File: src/lst_pkg.sv
package lst_pkg;
	localparam int NUM_OPS_DEF   = 64;
	localparam int FRAC_BITS_DEF = 16;
	localparam int IDX_W  = 6;
	localparam int LAT_W  = 32;
	localparam int CNT_W  = 32;
	localparam int MEAN_W = 48;
	localparam int M2_W   = 64;
	localparam int TOT_W  = 64;
	localparam int QUEUE_DEPTH = 2;

	typedef struct packed {
		logic [IDX_W-1:0] idx;
		logic [LAT_W-1:0] lat;
	} lst_item_t;
endpackage

File: src/lst_front.sv
module lst_front
	import lst_pkg::*;
#(
	parameter int NUM_OPS = NUM_OPS_DEF
) (
	input  logic             clk,
	input  logic             arst_n,
	input  logic             in_valid,
	output logic             in_ready,
	input  logic [IDX_W-1:0] op_index,
	input  logic [LAT_W-1:0] latency_us,
	output logic             q_valid,
	input  logic             q_ready,
	output lst_item_t        q_item
);
	// two-entry queue; items aimed beyond the table are dropped here
	lst_item_t  mem_q [QUEUE_DEPTH];
	logic       wp_q, rp_q;
	logic [1:0] cnt_q;
	logic       push, pop;

	assign in_ready = (cnt_q != 2'(QUEUE_DEPTH));
	assign push = in_valid && in_ready && (32'(op_index) < NUM_OPS);
	assign q_valid = (cnt_q != 2'd0);
	assign pop = q_valid && q_ready;
	assign q_item = mem_q[rp_q];

	always_ff @(posedge clk) begin
		if (push) mem_q[wp_q] <= '{idx: op_index, lat: latency_us};
	end

	always_ff @(posedge clk or negedge arst_n) begin
		if (!arst_n) begin
			wp_q <= 1'b0;
			rp_q <= 1'b0;
			cnt_q <= 2'd0;
		end else begin
			if (push) wp_q <= ~wp_q;
			if (pop) rp_q <= ~rp_q;
			cnt_q <= cnt_q + 2'(push) - 2'(pop);
		end
	end
endmodule

File: config.mk
export PLATFORM = sky130hd
export DESIGN_NAME = lst_front
export DESIGN_NICKNAME = d
export VERILOG_FILES = /design/src/lst_pkg.sv /design/src/lst_front.sv
export SDC_FILE = /design/constraint.sdc
export NUM_CORES = 1
export LEC_CHECK = 0
export BUFFER_PORTS_ARGS = -buffer_cell sky130_fd_sc_hd__buf_2
export CORE_MARGIN = 2
export CORE_UTILIZATION = 55
export CTS_CLUSTER_DIAMETER = 150
export CTS_CLUSTER_SIZE = 24
export DETAILED_ROUTE_END_ITERATION = 6
export HOLD_SLACK_MARGIN = 0.15
export PLACE_DENSITY = 0.83
export SLEW_MARGIN = 40
export SYNTH_ARGS = -nofsm -noshare
export SYNTH_HDL_FRONTEND = slang
export SYNTH_SLANG_ARGS = --single-unit
File: constraint.sdc
create_clock -name clk -period 4.7 [get_ports clk]
set_input_delay 0.235 -clock clk [delete_from_list [all_inputs] [get_ports clk]]
set_output_delay 0.235 -clock clk [all_outputs]
set_load 0.01 [all_outputs]
==> flow_metrics.tcl, run 1 <==
set metrics [dict create \
    holdPathEnd "rp_q$_DFFE_PN0P_" \
    setup.worst_path.start_class "flop" \
    dp_hpwl_mm 2.94 \
    grt_pass1_vias 1748 \
    r2r_cells 4 \
    grt_pass1_wl_mm 8.21 \
    crit_fanout 39 \
    timing.max_cap.violations 0 \
    power_mw 2.19 \
    initial_core_util_pct 57.8 \
    rr_endpoint "mem_q[0][33]$_DFFE_PP_" \
    clkLatencyLatePin_ns 0.33 \
    synthCells 135 \
    p_per_area_nw_per_um2 542 \
    hold_start "q_ready" \
    p_leak_nw 1.57 \
    root_buffer "clkbuf_8" \
    synth_warnings 0 \
    routabilityCongestion 0.702 \
    postCtsSetupBuffers 0 \
    drc 0 \
    hold_depth 3 \
    wl_per_cell_um 15.2 \
    area_growth_pct 35.1 \
    finalClockSkew_ns 0.0103 \
    grt.overflow.total 0 \
    antenna_found_initial 0 \
    rsz0062_at_grt "false" \
    die_y_um 77.7 \
    netlist_area_um2 2990 \
    synth_cell_types 17 \
    ir_drop_uv 470 \
    dr.pass1.iters 4 \
    timing.fmax_mhz 520 \
    vias 1646 \
    period_share_pct 40.9 \
    cts_buffers 9 \
    numPortBuffers 81 \
    post_cts_resized 0 \
    row_count 26 \
    clock_path_buffers 2 \
    fin_crit_ns 1.92 \
    antennaDiodeCount 0 \
    critPathKind "reg -> out" \
    die_area_um2 6040 \
    whs_ns 0.220 \
    yosysSeqAreaShare_pct 79.7 \
    crit_required_ns 4.47 \
    ctsHoldBuffers 39 \
    syn_avg_cell_area_um2 22.1 \
    finalNonFillerCells 338 \
    h-tree-depth 3 \
    setup_violations 0 \
    io_pins 82 \
    ys_ff_latch 80 \
    hold_viol_final 0 \
    path_clk_slew_ns 0.06 \
    regToRegSetupSlack_ns 2.95 \
    reg2reg_from "cnt_q[1]$_DFF_PN0_" \
    utilization_pct 78.0 \
    track_usage_pct 18.4 \
    chipWidth_um 77.7 \
    synthesis.nets 179 \
    fin_tns_setup_ns 0 \
    antenna_left 0 \
    grt_max_degree 40 \
    drtIter0Drc 96 \
    placeableCoreArea_um2 5170 \
    wl_mm 5.15 \
    crit_arrival_ns 1.69 \
    cts_tree "done" \
    slew_violations 0 \
    placed_cells 283 \
    outcome "complete, no violations" \
    worst_pin_slew_ns 0.623 \
    drive_above_1_share_pct 50.4 \
    vias_per_cell 4.87 \
    hp-class "in -> reg" \
    max_slew_margin_pct 58.3 \
    cts.sinks 80 \
    nNetsFinal 307 \
    end_kind "output port" \
]
cell usage after synthesis:
library cell | number | area [µm²]
and2_4 | 1 | 8.76
and3_1 | 1 | 6.26
buf_4 | 2 | 15.0
buf_6 | 1 | 11.3
buf_8 | 1 | 15.0
dfrtp_1 | 4 | 100
edfxtp_1 | 76 | 2280
ha_1 | 2 | 25.0
inv_1 | 1 | 3.75
mux2_2 | 28 | 315
mux2_4 | 10 | 150
nand2_1 | 1 | 3.75
nand2b_1 | 1 | 6.26
nor2_1 | 1 | 3.75
or2_1 | 1 | 6.26
xnor2_1 | 3 | 26.3
xor2_1 | 1 | 8.76
cell families after synthesis:
kind of cell	after synthesis	share of synthesized area (%)
flip-flops	80	79.7
multiplexers	38	15.6
AND/OR/NAND/NOR	6	1.17
buffers and inverters	5	1.51
XOR/XNOR	4	1.17
adder cells (fa/ha/maj)	2	0.837
where the power goes:
part           switching [mW]  internal, mW
clock                   0.216         0.207
sequential              0.114         0.979
combinational           0.305         0.366
metrics by stage:
step,area [µm²],worst slack [ns]
after detailed placement,3480,2.95
after global routing,4040,2.70
final,4040,2.78
after global placement,3450,2.85
after CTS,4040,2.76
after floorplan,2990,2.00
critical path: stages, from the launching register on:
cell     delay (ns)
dfrtp_4        0.80
mux2_2         0.42
buf_2          0.14
cell usage in the layout, fill, tap and decap left out:
| cell | count |
|---|---|
| ha_1 | 2 |
| inv_1 | 1 |
| dlygate4sd3_1 | 39 |
| nand2b_1 | 1 |
| clkbuf_8 | 10 |
| dfrtp_4 | 1 |
| buf_2 | 81 |
| or2_1 | 1 |
| and3_4 | 1 |
| mux2_4 | 10 |
| clkbuf_1 | 5 |
| dfrtp_1 | 3 |
| and2_4 | 1 |
| xnor2_1 | 3 |
| mux2_2 | 28 |
| buf_16 | 1 |
| xor2_1 | 1 |
| edfxtp_1 | 76 |
| nand2_1 | 1 |
| clkinv_2 | 1 |
| nor2_4 | 1 |
how the worst max path moves through the flow:
stage | depth (start not counted) | endpoint | from | slack (ns)
final | 2 | q_item[33] | rp_q$_DFFE_PN0P_ | 2.78
after global routing | 2 | q_item[33] | rp_q$_DFFE_PN0P_ | 2.70
after CTS | 2 | q_item[36] | rp_q$_DFFE_PN0P_ | 2.76
after detailed placement | 4 | mem_q[0][18]$_DFFE_PP_ | cnt_q[1]$_DFF_PN0_ | 2.95
after global placement | 3 | mem_q[0][24]$_DFFE_PP_ | cnt_q[1]$_DFF_PN0_ | 2.85
after floorplan | 3 | mem_q[0][0]$_DFFE_PP_ | cnt_q[1]$_DFF_PN0_ | 2.00
state kept, by name, summed over array words and instances (netlist names):
register	flops
cnt_q	2
rp_q	1
mem_q	76
wp_q	1
routing by layer:
layer	GRT usage, %	up-vias	share of wire (%)	routed length [µm]
met3	3.60	6	4.5	232
met2	32.8	58	52	2680
met5	0	-	0	0
li1	-	783	-	-
met1	21.8	799	42	2170
met4	7.50	0	1.1	58
cell type report:
class / count / area [µm²]
Clock buffer: 15 / 156
Clock inverter: 1 / 5.00
Fill cell: 292 / 1140
Inverter: 1 / 3.75
Multi-Input combinational cell: 50 / 573
Sequential cell: 80 / 2390
Tap cell: 70 / 87.6
Timing Repair Buffer: 121 / 823
(Power assumes the default switching activity.)
==> run 2, diff against run 1 <==
--- a/config.mk
+++ b/config.mk
@@ -7,12 +7,12 @@
 export LEC_CHECK = 0
 export BUFFER_PORTS_ARGS = -buffer_cell sky130_fd_sc_hd__buf_2
 export CORE_MARGIN = 2
-export CORE_UTILIZATION = 55
+export CORE_UTILIZATION = 51
 export CTS_CLUSTER_DIAMETER = 150
 export CTS_CLUSTER_SIZE = 24
 export DETAILED_ROUTE_END_ITERATION = 6
 export HOLD_SLACK_MARGIN = 0.15
-export PLACE_DENSITY = 0.83
+export PLACE_DENSITY = 0.78
 export SLEW_MARGIN = 40
 export SYNTH_ARGS = -nofsm -noshare
 export SYNTH_HDL_FRONTEND = slang
==> constraint.sdc (replaced) <==
create_clock -name clk -period 1.9 [get_ports clk]
set_input_delay 0.095 -clock clk [delete_from_list [all_inputs] [get_ports clk]]
set_output_delay 0.095 -clock clk [all_outputs]
set_load 0.01 [all_outputs]
==> run 2 against run 1 <==
Compared with the run above:
- cell count is 2.1% higher
- routed wire length is 3.4% higher
- sequential power is 130% higher
- hold slack better by 0.25 ns
- utilization is 3.4 points lower
==> flow_metrics.tcl, run 2 (synthesis gave the netlist of run 1 again) <==
set metrics [dict create \
    outcome "complete, no violations" \
    grt_pass1_wl_mm 8.09 \
    chipWidth_um 80.5 \
    regToRegSetupSlack_ns 0.20 \
    root_buffer "clkbuf_8" \
    initial_core_util_pct 53.6 \
    rsz0062_at_grt "false" \
    grt.overflow.total 0 \
    final_common_cell "buf_2" \
    drc 0 \
    crit_path_max_incr_delay_ns 0.41 \
    die_y_um 80.5 \
    cts_buffers 9 \
    crit_path_top_delay_cell "dfrtp_1" \
    clkLatencyLatePin_ns 0.34 \
    clock_path_buffers 2 \
    fin_ws_ns 0.198 \
    holdPathEnd "mem_q[0][30]$_DFFE_PP_" \
    crit_arrival_ns 1.96 \
    cts_tree "done" \
    wl_per_cell_um 15.4 \
    hold_start "latency_us[30]" \
    rr_endpoint "cnt_q[1]$_DFF_PN0_" \
    crit_required_ns 2.16 \
    hold_depth 2 \
    placeableCoreArea_um2 5570 \
    critPathKind "reg -> reg" \
    timing.max_cap.violations 0 \
    dr.pass1.iters 4 \
    max_slew_margin_pct 74.6 \
    wl_mm 5.32 \
    fin_tns_setup_ns 0 \
    path_depth 7 \
    hp-class "in -> reg" \
    crit_fanout 3 \
    worst_pin_slew_ns 0.381 \
    numPortBuffers 81 \
    h-tree-depth 3 \
    area_growth_pct 39.2 \
    post-place-ws_ns 0.218 \
    cts.sinks 80 \
    postCtsSetupBuffers 0 \
    routabilityCongestion 0.698 \
    p_per_area_nw_per_um2 1410 \
    dp_hpwl_mm 3.27 \
    path_clk_slew_ns 0.07 \
    slew_violations 0 \
    largest_register "mem_q" \
    r2r_cells 7 \
    final_cell_mix "buf_2 (81), edfxtp_1 (76), dlygate4sd3_1 (42), mux2_2 (28), mux2_4 (10)" \
    antenna_found_initial 0 \
    grt_pass1_vias 1753 \
    crit_path_cell_trace "or2_1 > and2_4 > ha_1 > inv_1 > ha_1 > xnor2_1 > xnor2_1" \
    period_share_pct 89.6 \
    hold_viol_final 0 \
    drive_above_1_share_pct 51.6 \
    antenna_left 0 \
    vias 1682 \
    nNetsFinal 314 \
    row_count 27 \
    ir_drop_uv 893 \
    largest_reg_flops 76 \
    fin_crit_ns 1.70 \
    track_usage_pct 17.9 \
    grt_max_degree 30 \
    crit_buf_inv 1 \
    io_pins 82 \
    finalClockSkew_ns 0.00784 \
    reg2reg_from "cnt_q[1]$_DFF_PN0_" \
    vias_per_cell 4.88 \
    top_regs "mem_q (76), cnt_q (2)" \
    timing.fmax_mhz 587 \
    setup_violations 0 \
    setup.worst_path.start_class "flop" \
    critPathTopFamily "adder cells" \
    end_kind "flop" \
    whs_ns 0.472 \
    die_area_um2 6490 \
    antennaDiodeCount 0 \
    p_leak_nw 1.63 \
    drtIter0Drc 112 \
]
-- run 2: cell type report --
cell class	count	area [µm²]
flip-flops and latches	80	2380
fillers	350	1420
repair buffers	128	888
multi-input cells	50	569
clock buffers	10	128
clock inverters	4	95.1
well taps	72	90.1
inverters	1	3.75
-- run 2: worst max path at each step --
stage,from,endpoint
after floorplan,cnt_q[1]$_DFF_PN0_,mem_q[0][0]$_DFFE_PP_
after global placement,cnt_q[1]$_DFF_PN0_,cnt_q[1]$_DFF_PN0_
after detailed placement,cnt_q[1]$_DFF_PN0_,cnt_q[1]$_DFF_PN0_
after CTS,rp_q$_DFFE_PN0P_,q_item[8]
after global routing,cnt_q[1]$_DFF_PN0_,cnt_q[1]$_DFF_PN0_
final,cnt_q[1]$_DFF_PN0_,cnt_q[1]$_DFF_PN0_
-- run 2: repair_timing --
| item | 4_1_cts | 5_1_grt |
|---|---|---|
| hold buffers | 42 | 0 |
| hold endpoints to repair | 82 | 0 |
| gates resized for setup | 0 | 0 |
-- run 2: routing by layer --
| metal | track usage [%] | wire length [µm] | vias to the layer above | part of all wire, % |
|---|---|---|---|---|
| met5 | 0 | 0 | - | 0 |
| met4 | 9.83 | 124 | 0 | 2.3 |
| met3 | 4.94 | 261 | 14 | 4.9 |
| met2 | 31.7 | 2920 | 62 | 55 |
| met1 | 19.2 | 2020 | 812 | 38 |
| li1 | - | - | 794 | - |
-- run 2: where the power goes --
group	internal, mW	total, mW	switching, mW
sequential	2.42	2.53	0.113
clock	0.856	1.40	0.547
combinational	0.958	1.91	0.953
total	4.23	5.84	1.61
-- run 2: stage by stage --
| step | std cells | cell area [µm²] | utilization, % | power [mW] |
|---|---|---|---|---|
| floorplan | 135 | 3000 | - | 3.78 |
| global placement | 289 | 3510 | 63.1 | 4.37 |
| detailed placement | 289 | 3510 | 63.1 | 4.42 |
| CTS | 345 | 4160 | 74.6 | 5.89 |
| global route | 345 | 4160 | 74.6 | 6.12 |
| finish | 345 | 4160 | 74.6 | 5.84 |
